File: src/rtl/tpc_pkg.sv
package tpc_pkg;

    localparam int TIME_W   = 48;
    localparam int MV_W     = 16;
    localparam int POS_W    = 10;
    localparam int ALPHA_W  = 10;
    localparam int RATE_W   = 24;
    localparam int CNT8_W   = 8;
    localparam int CFG_IDX_W  = 3;
    localparam int CFG_DATA_W = 24;

    localparam int DIVD_W = 30;
    localparam int DIVS_W = TIME_W;
    localparam int DCNT_W = $clog2(DIVD_W + 1);

    localparam int ACC_W = 20;

    localparam logic [CNT8_W-1:0] NOISE_LIMIT = 8'd3;
    localparam logic [CNT8_W-1:0] STUCK_LIMIT = 8'd64;
    localparam logic [POS_W-1:0]  SAFE_POSITION = 10'd0;
    localparam logic [TIME_W-1:0] STALE_LIMIT_US = 48'd100000;
    localparam logic [POS_W-1:0]  FULL_SCALE = 10'd1000;
    localparam logic [19:0]       US_PER_S = 20'd1000000;

    typedef enum logic [3:0] {
        F_NONE   = 4'd0,
        F_CONFIG = 4'd1,
        F_COMMS  = 4'd2,
        F_GROUND = 4'd3,
        F_SUPPLY = 4'd4,
        F_RATE   = 4'd5,
        F_NOISE  = 4'd6,
        F_STUCK  = 4'd7,
        F_STALE  = 4'd8
    } fault_t;

    typedef enum logic [1:0] {
        H_VALID    = 2'd0,
        H_DEGRADED = 2'd1,
        H_STALE    = 2'd2,
        H_FAILED   = 2'd3
    } health_t;

    typedef enum logic [CFG_IDX_W-1:0] {
        R_CLOSED = 3'd0,
        R_OPEN   = 3'd1,
        R_MIN    = 3'd2,
        R_MAX    = 3'd3,
        R_ALPHA  = 3'd4,
        R_RATE   = 3'd5,
        R_STUCK  = 3'd6,
        R_NOISE  = 3'd7
    } reg_idx_t;

    function automatic health_t health_of(fault_t f);
        health_t h;
        case (f)
            F_NONE:  h = H_VALID;
            F_RATE:  h = H_DEGRADED;
            F_NOISE: h = H_DEGRADED;
            F_STUCK: h = H_DEGRADED;
            F_STALE: h = H_STALE;
            default: h = H_FAILED;
        endcase
        return h;
    endfunction

    function automatic logic [CNT8_W-1:0] sat_inc(logic [CNT8_W-1:0] v);
        return (v == '1) ? v : v + 1'b1;
    endfunction

endpackage

File: src/rtl/tpc_div.sv
module tpc_div (
    input  logic                        clk,
    input  logic                        rst_n,
    input  logic                        start,
    input  logic [tpc_pkg::DIVD_W-1:0]  dividend,
    input  logic [tpc_pkg::DIVS_W-1:0]  divisor,
    output logic                        busy,
    output logic                        done,
    output logic [tpc_pkg::DIVD_W-1:0]  quotient
);
    import tpc_pkg::*;

    logic [DIVS_W-1:0] rem_reg;
    logic [DIVS_W-1:0] rem_next;
    logic [DIVD_W-1:0] quo_reg;
    logic [DIVS_W-1:0] dvs_reg;
    logic [DCNT_W-1:0] cnt_reg;
    logic              busy_reg;
    logic              done_reg;
    logic [DIVS_W:0]   trial;
    logic [DIVS_W:0]   diff;
    logic              ge;

    assign trial = {rem_reg, quo_reg[DIVD_W-1]};
    assign diff  = trial - {1'b0, dvs_reg};
    assign ge    = trial >= {1'b0, dvs_reg};
    assign rem_next = ge ? diff[DIVS_W-1:0] : trial[DIVS_W-1:0];

    always_ff @(posedge clk or negedge rst_n)
    begin
        if (!rst_n)
        begin
            busy_reg <= 1'b0;
            done_reg <= 1'b0;
            cnt_reg  <= '0;
        end
        else
        begin
            done_reg <= busy_reg && (cnt_reg == DCNT_W'(1));
            if (start)
            begin
                busy_reg <= 1'b1;
                cnt_reg  <= DCNT_W'(DIVD_W);
            end
            else if (busy_reg)
            begin
                cnt_reg <= cnt_reg - 1'b1;
                if (cnt_reg == DCNT_W'(1))
                    busy_reg <= 1'b0;
            end
        end
    end

    always_ff @(posedge clk)
    begin
        if (start)
        begin
            rem_reg <= '0;
            quo_reg <= dividend;
            dvs_reg <= divisor;
        end
        else if (busy_reg)
        begin
            rem_reg <= rem_next;
            quo_reg <= {quo_reg[DIVD_W-2:0], ge};
        end
    end

    assign busy     = busy_reg;
    assign done     = done_reg;
    assign quotient = quo_reg;

endmodule

File: src/rtl/throttle_position_conditioner.sv
// Path: a staleness query or a fault found in the first check passes S_IDLE, S_CHECK
// and S_EMIT, which loads the output register once it is free or being taken; a sample
// through the filter also takes up to three 30-step serial divisions on the shared divider.
// Throughput: one item at a time; the next item is taken the cycle after the result
// enters the output register, which holds it while the next item is processed.
// Reset: asynchronous, active low; registers take their reset values, all history is cleared.
module throttle_position_conditioner (
    input  logic                            clk,
    input  logic                            rst_n,
    input  logic                            in_valid,
    output logic                            in_ready,
    input  logic                            op,
    input  logic [tpc_pkg::TIME_W-1:0]      time_us,
    input  logic                            sample_ok,
    input  logic                            mv_valid,
    input  logic [tpc_pkg::MV_W-1:0]        millivolts,
    output logic                            out_valid,
    input  logic                            out_ready,
    output logic [tpc_pkg::POS_W-1:0]       position_permille,
    output logic                            fallback_flag,
    output logic                            control_ok,
    output logic [1:0]                      health,
    output logic [3:0]                      fault_code,
    output logic [tpc_pkg::TIME_W-1:0]      reading_time,
    input  logic                            cfg_we,
    input  logic [tpc_pkg::CFG_IDX_W-1:0]   cfg_index,
    input  logic [tpc_pkg::CFG_DATA_W-1:0]  cfg_wdata
);
    import tpc_pkg::*;

    typedef enum logic [3:0] {
        S_IDLE, S_CHECK, S_SCALE, S_SCALE_DIV, S_RATE, S_RATE_DIV,
        S_HIST, S_FILT_MUL, S_FILT_ADD, S_FILT_DIV, S_EMIT
    } state_t;

    state_t state_reg;

    logic [MV_W-1:0]    closed_reg, open_reg, min_reg, max_reg, stuck_reg, noise_reg;
    logic [ALPHA_W-1:0] alpha_reg;
    logic [RATE_W-1:0]  rate_reg;

    logic               op_reg;
    logic [TIME_W-1:0]  t_reg;
    logic               ok_reg;
    logic [MV_W-1:0]    mv_reg;
    logic [POS_W-1:0]   perm_reg;
    logic [ACC_W-1:0]   acc_reg;

    logic [TIME_W-1:0]  last_sample_time_reg, last_good_time_reg;
    logic [POS_W-1:0]   last_good_pos_reg;
    logic [MV_W-1:0]    last_good_mv_reg;
    logic signed [MV_W:0] last_good_delta_reg;
    logic               have_reg;
    logic [CNT8_W-1:0]  repeat_reg, noise_cnt_reg;
    logic [POS_W-1:0]   filter_reg;
    logic               started_reg;

    logic [POS_W-1:0]   lr_pos_reg;
    logic               lr_fb_reg, lr_vfc_reg;
    health_t            lr_health_reg;
    fault_t             lr_fault_reg;
    logic [TIME_W-1:0]  lr_time_reg;

    logic               out_valid_reg;
    logic [POS_W-1:0]   out_pos_reg;
    logic               out_fb_reg, out_vfc_reg;
    health_t            out_health_reg;
    fault_t             out_fault_reg;
    logic [TIME_W-1:0]  out_time_reg;

    logic               div_start, div_busy, div_done;
    logic [DIVD_W-1:0]  div_dividend, div_quotient;
    logic [DIVS_W-1:0]  div_divisor;

    logic               cfg_ok, stale, rate_on, noise_on, sig, rev;
    logic [TIME_W-1:0]  dt;
    logic [POS_W-1:0]   dp;
    logic signed [MV_W:0] d;
    logic [MV_W:0]      absd;
    logic [CNT8_W-1:0]  next_noise, next_rep;
    fault_t             fault_sel;
    logic               commit;
    logic [POS_W-1:0]   commit_fv;
    logic [DIVD_W-1:0]  scale_num, rate_num;
    logic [ACC_W:0]     filt_sum;

    assign cfg_ok = (open_reg > closed_reg) && (min_reg <= closed_reg)
                 && (max_reg >= open_reg) && (alpha_reg <= FULL_SCALE);
    assign stale  = !have_reg || ((t_reg - last_sample_time_reg) > STALE_LIMIT_US);
    assign dt     = t_reg - last_good_time_reg;
    assign rate_on = have_reg && (rate_reg != '0) && (t_reg > last_good_time_reg);
    assign dp     = (perm_reg > last_good_pos_reg) ? perm_reg - last_good_pos_reg
                                                   : last_good_pos_reg - perm_reg;
    assign d      = $signed({1'b0, mv_reg}) - $signed({1'b0, last_good_mv_reg});
    assign absd   = d[MV_W] ? 17'(-d) : 17'(d);
    assign noise_on = have_reg && (noise_reg != '0) && (NOISE_LIMIT != '0);
    assign sig    = absd >= {1'b0, noise_reg};
    assign rev    = (d > 0 && last_good_delta_reg < 0) || (d < 0 && last_good_delta_reg > 0);
    assign next_noise = !noise_on ? '0 : (sig ? (rev ? sat_inc(noise_cnt_reg) : 8'd1) : '0);
    assign next_rep   = !have_reg ? 8'd1
                      : ((absd <= {1'b0, stuck_reg}) ? sat_inc(repeat_reg) : 8'd1);

    assign scale_num = DIVD_W'(27'((mv_reg - closed_reg) * FULL_SCALE));
    assign rate_num  = DIVD_W'(dp * US_PER_S);
    assign filt_sum  = {1'b0, acc_reg} + 21'((FULL_SCALE - alpha_reg) * filter_reg);

    always_comb
    begin
        fault_sel = F_NONE;
        case (state_reg)
            S_CHECK:
            begin
                if (op_reg)
                    fault_sel = stale ? F_STALE : F_NONE;
                else if (!cfg_ok)
                    fault_sel = F_CONFIG;
                else if (!ok_reg)
                    fault_sel = F_COMMS;
                else if (mv_reg < min_reg)
                    fault_sel = F_GROUND;
                else if (mv_reg > max_reg)
                    fault_sel = F_SUPPLY;
            end
            S_RATE_DIV:
                if (div_done && (div_quotient > {6'b0, rate_reg}))
                    fault_sel = F_RATE;
            S_HIST:
            begin
                if (noise_on && next_noise >= NOISE_LIMIT)
                    fault_sel = F_NOISE;
                else if (have_reg && STUCK_LIMIT != '0 && next_rep >= STUCK_LIMIT)
                    fault_sel = F_STUCK;
            end
            default: fault_sel = F_NONE;
        endcase
    end

    always_comb
    begin
        div_start    = 1'b0;
        div_dividend = scale_num;
        div_divisor  = TIME_W'(open_reg - closed_reg);
        case (state_reg)
            S_SCALE: div_start = 1'b1;
            S_RATE:
            begin
                div_start    = rate_on;
                div_dividend = rate_num;
                div_divisor  = dt;
            end
            S_FILT_ADD:
            begin
                div_start    = 1'b1;
                div_dividend = DIVD_W'(filt_sum);
                div_divisor  = TIME_W'(FULL_SCALE);
            end
            default: div_start = 1'b0;
        endcase
    end

    assign commit = ((state_reg == S_HIST) && fault_sel == F_NONE && !started_reg)
                 || ((state_reg == S_FILT_DIV) && div_done);
    assign commit_fv = (state_reg == S_HIST) ? perm_reg : div_quotient[POS_W-1:0];

    tpc_div u_div (
        .clk      (clk),
        .rst_n    (rst_n),
        .start    (div_start),
        .dividend (div_dividend),
        .divisor  (div_divisor),
        .busy     (div_busy),
        .done     (div_done),
        .quotient (div_quotient)
    );

    always_ff @(posedge clk or negedge rst_n)
    begin
        if (!rst_n)
        begin
            closed_reg <= 16'd500;
            open_reg   <= 16'd4500;
            min_reg    <= 16'd200;
            max_reg    <= 16'd4800;
            alpha_reg  <= 10'd200;
            rate_reg   <= '0;
            stuck_reg  <= '0;
            noise_reg  <= '0;
        end
        else if (cfg_we)
        begin
            case (reg_idx_t'(cfg_index))
                R_CLOSED: closed_reg <= cfg_wdata[MV_W-1:0];
                R_OPEN:   open_reg   <= cfg_wdata[MV_W-1:0];
                R_MIN:    min_reg    <= cfg_wdata[MV_W-1:0];
                R_MAX:    max_reg    <= cfg_wdata[MV_W-1:0];
                R_ALPHA:  alpha_reg  <= cfg_wdata[ALPHA_W-1:0];
                R_RATE:   rate_reg   <= cfg_wdata[RATE_W-1:0];
                R_STUCK:  stuck_reg  <= cfg_wdata[MV_W-1:0];
                R_NOISE:  noise_reg  <= cfg_wdata[MV_W-1:0];
                default:  ;
            endcase
        end
    end

    always_ff @(posedge clk)
    begin
        if (state_reg == S_IDLE && in_valid)
        begin
            op_reg <= op;
            t_reg  <= time_us;
            ok_reg <= sample_ok & mv_valid;
            mv_reg <= millivolts;
        end
        if (state_reg == S_CHECK)
            perm_reg <= '0;
        else if (state_reg == S_SCALE_DIV && div_done)
            perm_reg <= (div_quotient > DIVD_W'(FULL_SCALE)) ? FULL_SCALE
                                                             : div_quotient[POS_W-1:0];
        if (state_reg == S_FILT_MUL)
            acc_reg <= ACC_W'(alpha_reg * perm_reg);
    end

    always_ff @(posedge clk or negedge rst_n)
    begin
        if (!rst_n)
        begin
            state_reg            <= S_IDLE;
            last_sample_time_reg <= '0;
            last_good_time_reg   <= '0;
            last_good_pos_reg    <= '0;
            last_good_mv_reg     <= '0;
            last_good_delta_reg  <= '0;
            have_reg             <= 1'b0;
            repeat_reg           <= '0;
            noise_cnt_reg        <= '0;
            filter_reg           <= '0;
            started_reg          <= 1'b0;
            lr_pos_reg           <= '0;
            lr_fb_reg            <= 1'b0;
            lr_vfc_reg           <= 1'b0;
            lr_health_reg        <= H_VALID;
            lr_fault_reg         <= F_NONE;
            lr_time_reg          <= '0;
            out_valid_reg        <= 1'b0;
            out_pos_reg          <= '0;
            out_fb_reg           <= 1'b0;
            out_vfc_reg          <= 1'b0;
            out_health_reg       <= H_VALID;
            out_fault_reg        <= F_NONE;
            out_time_reg         <= '0;
        end
        else
        begin
            if (out_valid_reg && out_ready && state_reg != S_EMIT)
                out_valid_reg <= 1'b0;

            if (fault_sel != F_NONE)
            begin
                lr_pos_reg    <= SAFE_POSITION;
                lr_fb_reg     <= 1'b1;
                lr_vfc_reg    <= 1'b0;
                lr_health_reg <= health_of(fault_sel);
                lr_fault_reg  <= fault_sel;
                lr_time_reg   <= t_reg;
                if (fault_sel == F_NOISE)
                    noise_cnt_reg <= next_noise;
                if (fault_sel == F_STUCK)
                    repeat_reg <= next_rep;
            end

            if (commit)
            begin
                filter_reg           <= commit_fv;
                started_reg          <= 1'b1;
                last_sample_time_reg <= t_reg;
                last_good_time_reg   <= t_reg;
                last_good_pos_reg    <= perm_reg;
                last_good_mv_reg     <= mv_reg;
                last_good_delta_reg  <= have_reg ? d : '0;
                have_reg             <= 1'b1;
                repeat_reg           <= next_rep;
                noise_cnt_reg        <= next_noise;
                lr_pos_reg           <= commit_fv;
                lr_fb_reg            <= 1'b0;
                lr_vfc_reg           <= 1'b1;
                lr_health_reg        <= H_VALID;
                lr_fault_reg         <= F_NONE;
                lr_time_reg          <= t_reg;
            end

            case (state_reg)
                S_IDLE:
                    if (in_valid)
                        state_reg <= S_CHECK;
                S_CHECK:
                begin
                    if (fault_sel != F_NONE || op_reg)
                        state_reg <= S_EMIT;
                    else if (mv_reg <= closed_reg)
                        state_reg <= S_RATE;
                    else
                        state_reg <= S_SCALE;
                end
                S_SCALE:
                    state_reg <= S_SCALE_DIV;
                S_SCALE_DIV:
                    if (div_done)
                        state_reg <= S_RATE;
                S_RATE:
                    state_reg <= rate_on ? S_RATE_DIV : S_HIST;
                S_RATE_DIV:
                    if (div_done)
                        state_reg <= (fault_sel != F_NONE) ? S_EMIT : S_HIST;
                S_HIST:
                begin
                    if (fault_sel != F_NONE || !started_reg)
                        state_reg <= S_EMIT;
                    else
                        state_reg <= S_FILT_MUL;
                end
                S_FILT_MUL:
                    state_reg <= S_FILT_ADD;
                S_FILT_ADD:
                    state_reg <= S_FILT_DIV;
                S_FILT_DIV:
                    if (div_done)
                        state_reg <= S_EMIT;
                S_EMIT:
                    if (!out_valid_reg || out_ready)
                    begin
                        out_valid_reg  <= 1'b1;
                        out_pos_reg    <= lr_pos_reg;
                        out_fb_reg     <= lr_fb_reg;
                        out_vfc_reg    <= lr_vfc_reg;
                        out_health_reg <= lr_health_reg;
                        out_fault_reg  <= lr_fault_reg;
                        out_time_reg   <= lr_time_reg;
                        state_reg      <= S_IDLE;
                    end
                default:
                    state_reg <= S_IDLE;
            endcase
        end
    end

    assign in_ready          = (state_reg == S_IDLE);
    assign out_valid         = out_valid_reg;
    assign position_permille = out_pos_reg;
    assign fallback_flag     = out_fb_reg;
    assign control_ok        = out_vfc_reg;
    assign health            = out_health_reg;
    assign fault_code        = out_fault_reg;
    assign reading_time      = out_time_reg;

`ifndef ASSERT_OFF
    a_fallback: assert property (@(posedge clk) disable iff (!rst_n)
        out_valid && fallback_flag |-> !control_ok
            && position_permille == SAFE_POSITION)
        else $error("fallback item carries a control position");

    a_good: assert property (@(posedge clk) disable iff (!rst_n)
        out_valid && control_ok |-> health == H_VALID && fault_code == F_NONE
            && position_permille <= FULL_SCALE)
        else $error("good item carries a fault");

    a_div_idle: assert property (@(posedge clk) disable iff (!rst_n)
        div_start |-> !div_busy)
        else $error("divider started while busy");

    a_filter_hist: assert property (@(posedge clk) disable iff (!rst_n)
        started_reg |-> have_reg)
        else $error("filter running without a good sample");
`endif

endmodule
File: config.mk
export PLATFORM = sky130hd
export DESIGN_NAME = throttle_position_conditioner
export DESIGN_NICKNAME = d
export VERILOG_FILES = /design/src/rtl/tpc_pkg.sv /design/src/rtl/tpc_div.sv /design/src/rtl/throttle_position_conditioner.sv
export SDC_FILE = /design/constraint.sdc
export NUM_CORES = 2
export LEC_CHECK = 0
export ABC_AREA = 1
export BUFFER_PORTS_ARGS = -buffer_cell sky130_fd_sc_hd__buf_2
export CAP_MARGIN = 20
export CORE_UTILIZATION = 55
export CTS_CLUSTER_SIZE = 12
export DETAILED_ROUTE_END_ITERATION = 8
export MAX_ROUTING_LAYER = met4
export PLACE_DENSITY_LB_ADDON = 0.1
export REMOVE_ABC_BUFFERS = 1
export SLEW_MARGIN = 15
export SYNTH_ARGS = -nofsm -noshare
export SYNTH_HDL_FRONTEND = slang
export SYNTH_HIERARCHICAL = 1
export SYNTH_SLANG_ARGS = --single-unit
File: constraint.sdc
create_clock -name clk -period 15.8 [get_ports clk]
set_input_delay 1.58 -clock clk [delete_from_list [all_inputs] [get_ports clk]]
set_output_delay 1.58 -clock clk [all_outputs]
set_load 0.01 [all_outputs]
==> reports/metrics.yaml <==
hold_path.class: "reg2reg"
clock-sinks: 614
rsz0062_at_grt: "no"
syn-cell-area_um2: 51900
worst_path_dominant_cell_family: "adder cells"
detail_route.wirelength_um: 147000
globalRouteTotalUtil_pct: 32.2
path_max_fanout: 15
final_setup_fails: 0
synth_seq_area_share_pct: 30.7
synth_area_per_cell_um2: 7.59
critPathRequiredTime_ns: 16.32
layout_common_cells: "sky130_fd_sc_hd__nand2_1, sky130_fd_sc_hd__inv_1, sky130_fd_sc_hd__ha_1"
ys_async_sr_fraction_pct: 63.8
grt_antenna_before_repair: 5
drt_first_pass_iters: 6
gr_ovfl_total: 0
grt_pass1_wl_um: 233000
topRoutingLayerUsed: "met4"
worst_clock_skew_ns: 0.0549
synthesis.yosys.warnings: 6
report.final.slew_viol_count: 0
timing_hold_violations_final: 0
vias_in_the_first_global_route: 42000
buffers_inserted_during_post_cts_setup_optimization: 0
timing.max_cap.violations: 0
crit_top_cell: "sky130_fd_sc_hd__inv_1"
synth_ff_type: "sky130_fd_sc_hd__dfrtp_1"
worstReg2RegEnd: "u_div/quotient[29]"
die-height_um: 309
cts_resized: 0
final_period_minus_worst_setup_slack_ns: 8.22
worstMarginPinSlew_ns: 1.05
area_of_all_placed_cells_without_fillers_um2: 56600
critical_path.startpoint_type: "flop"
final.setup.tns_ns: 0
coreArea_um2: 93300
vias_per_cell: 5.33
synthToLayoutAreaGrowth_pct: 9.08
share_of_the_core_filled_with_cells_pct: 60.7
dr_wl_met3_um: 10100
synth-edff-count: 164
clock_tree.htree_level_count: 3
slew_headroom_pct: 30.0
synth_seq_cells: 614
routabilityCongestion: 0.975
crit_start: "perm_reg[2]"
std_cell_rows: 112
post_route_cells_drive_above_1_share_pct: 6.08
dpl_cell_area_um2: 54000
cts_hold_repair.buffers: 0
hold-path-cell-count: 2
max_freq_mhz: 122
worst-endpoint-arrival_ns: 8.74
worst_hold_path.endpoint: "u_div/rem_reg[3]"
worst_hold_startpoint: "u_div/rem_reg[3]"
outcome: "finished, final reports clean"
drt-met1-wl_um: 69200
crit_path_max_incr_delay_ns: 0.67
chipWidth_um: 309
drc: 0
worst_r2r_path_depth: 37
boundaryPins: 167
final_nets: 7850
maximum_number_of_pins_on_one_net_before_global_route_repair: 96
via_count: 44100
ant_nets: 0
mostFrequentLayoutCell: "sky130_fd_sc_hd__nand2_1"
met2_length_um: 63000
netlist_instances: 6839
clk_pin_slew_worst_paths_ns: 0.06
cts_buffers: 73
worst_setup_path_end_kind: "flop"
regToRegSetupSlack_ns: 7.58
root_buffer: "sky130_fd_sc_hd__clkbuf_16"
synth.distinct_cells: 66
critical_path_class: "reg2reg"
tritoncts: "done"
clk_latency_ns: 0.67
worst_case_clock_buffer_depth: 3
floorplan.initialDensity_pct: 55.6
r2r_start: "perm_reg[2]"
routed_wire_length_per_instance_um: 17.7
detail_route.iter0.violations: 3358
port-buffer-count: 166
dpl.hpwl_um: 117000
period_share_pct: 52.0
critical-path-slowest-cell: "sky130_fd_sc_hd__dfxtp_1"
dieArea_um2: 95600
critical_path.n_buffers_inverters: 8
[per-layer routing]
layer  vias to the layer above  GRT usage (%)
met4                         0           9.44
met2                      1307           47.1
li1                      21800              -
met3                       216           4.56
met5                         -              -
met1                     20800           46.3
[cells by family after synthesis]
group                      after synthesis  synth area share [%]
xor gates and xnor gates               157                  2.65
muxes                                    7                 0.145
buffers and inverters                 1565                  11.5
DFF                                    614                  30.7
and+or+nand+nor                       2713                  21.5
adders and majority gates              791                  23.1
AOI/OAI and AO/OA                      992                  10.4
[metrics by stage]
stage	worst slack (ns)	hold slack (ns)	std cells
5_1_grt	6.80	0.489	8275
4_1_cts	7.63	0.476	8273
6_report	7.58	0.474	8275
3_5_place_dp	7.66	0.466	8138
2_1_floorplan	3.44	0.441	6678
3_3_place_gp	7.71	0.462	8137
[worst reg2reg max path: cells and delay by family (launching register included)]
family | cells | cell delay [ns]
adder cells (fa/ha/maj) | 7 | 2.98
AO/OA/AOI/OAI | 11 | 2.37
AND/OR/NAND/NOR | 10 | 0.98
buffers and inverters | 8 | 0.71
flip-flops | 1 | 0.67
XOR/XNOR | 1 | 0.41
[cell usage after synthesis, types with 15 or more instances]
library cell,n,area [um^2]
sky130_fd_sc_hd__dfstp_2,21,552
sky130_fd_sc_hd__or2_2,15,93.8
sky130_fd_sc_hd__ha_1,515,6440
sky130_fd_sc_hd__edfxtp_1,164,4920
sky130_fd_sc_hd__clkbuf_1,131,492
sky130_fd_sc_hd__dfxtp_1,58,1160
sky130_fd_sc_hd__a21o_1,16,120
sky130_fd_sc_hd__nor3_1,48,240
sky130_fd_sc_hd__nor4_1,20,125
sky130_fd_sc_hd__buf_2,17,85.1
sky130_fd_sc_hd__xnor2_1,60,526
sky130_fd_sc_hd__nand3_1,216,1080
sky130_fd_sc_hd__nand2_1,1841,6910
sky130_fd_sc_hd__nand4_1,112,701
sky130_fd_sc_hd__a21oi_1,289,1450
sky130_fd_sc_hd__o21ai_1,40,200
sky130_fd_sc_hd__o21bai_1,26,195
sky130_fd_sc_hd__xor2_1,97,850
sky130_fd_sc_hd__o21ai_0,492,2460
sky130_fd_sc_hd__nand3b_1,15,113
sky130_fd_sc_hd__nor2_1,389,1460
sky130_fd_sc_hd__o211ai_1,33,248
sky130_fd_sc_hd__a31oi_1,20,125
sky130_fd_sc_hd__inv_1,1388,5210
sky130_fd_sc_hd__dfrtp_1,371,9280
sky130_fd_sc_hd__fa_1,276,5530
[how the worst max path moves through the flow]
stage                                     to  slack [ns]  depth (start not counted)
after global routing      u_div/quotient[29]        6.80                         37
after floorplan            u_div/quotient[0]        3.44                          7
after CTS                 u_div/quotient[29]        7.63                         37
after detailed placement  u_div/quotient[29]        7.66                         37
final                     u_div/quotient[29]        7.58                         37
after global placement    u_div/quotient[29]        7.71                         37
[layout make-up]
cell class,count,area [um^2]
antenna,1,2.50
sequential,614,15900
clock buffer,104,2040
inverter,1404,5270
clock inverter,31,554
fill,8720,36700
multi-input combinational,4660,30100
tap,1254,1570
timing repair buffer,207,1160
Power is not shown: default switching activity piles up to over one toggle a cycle in this logic, so the estimate is an artifact.
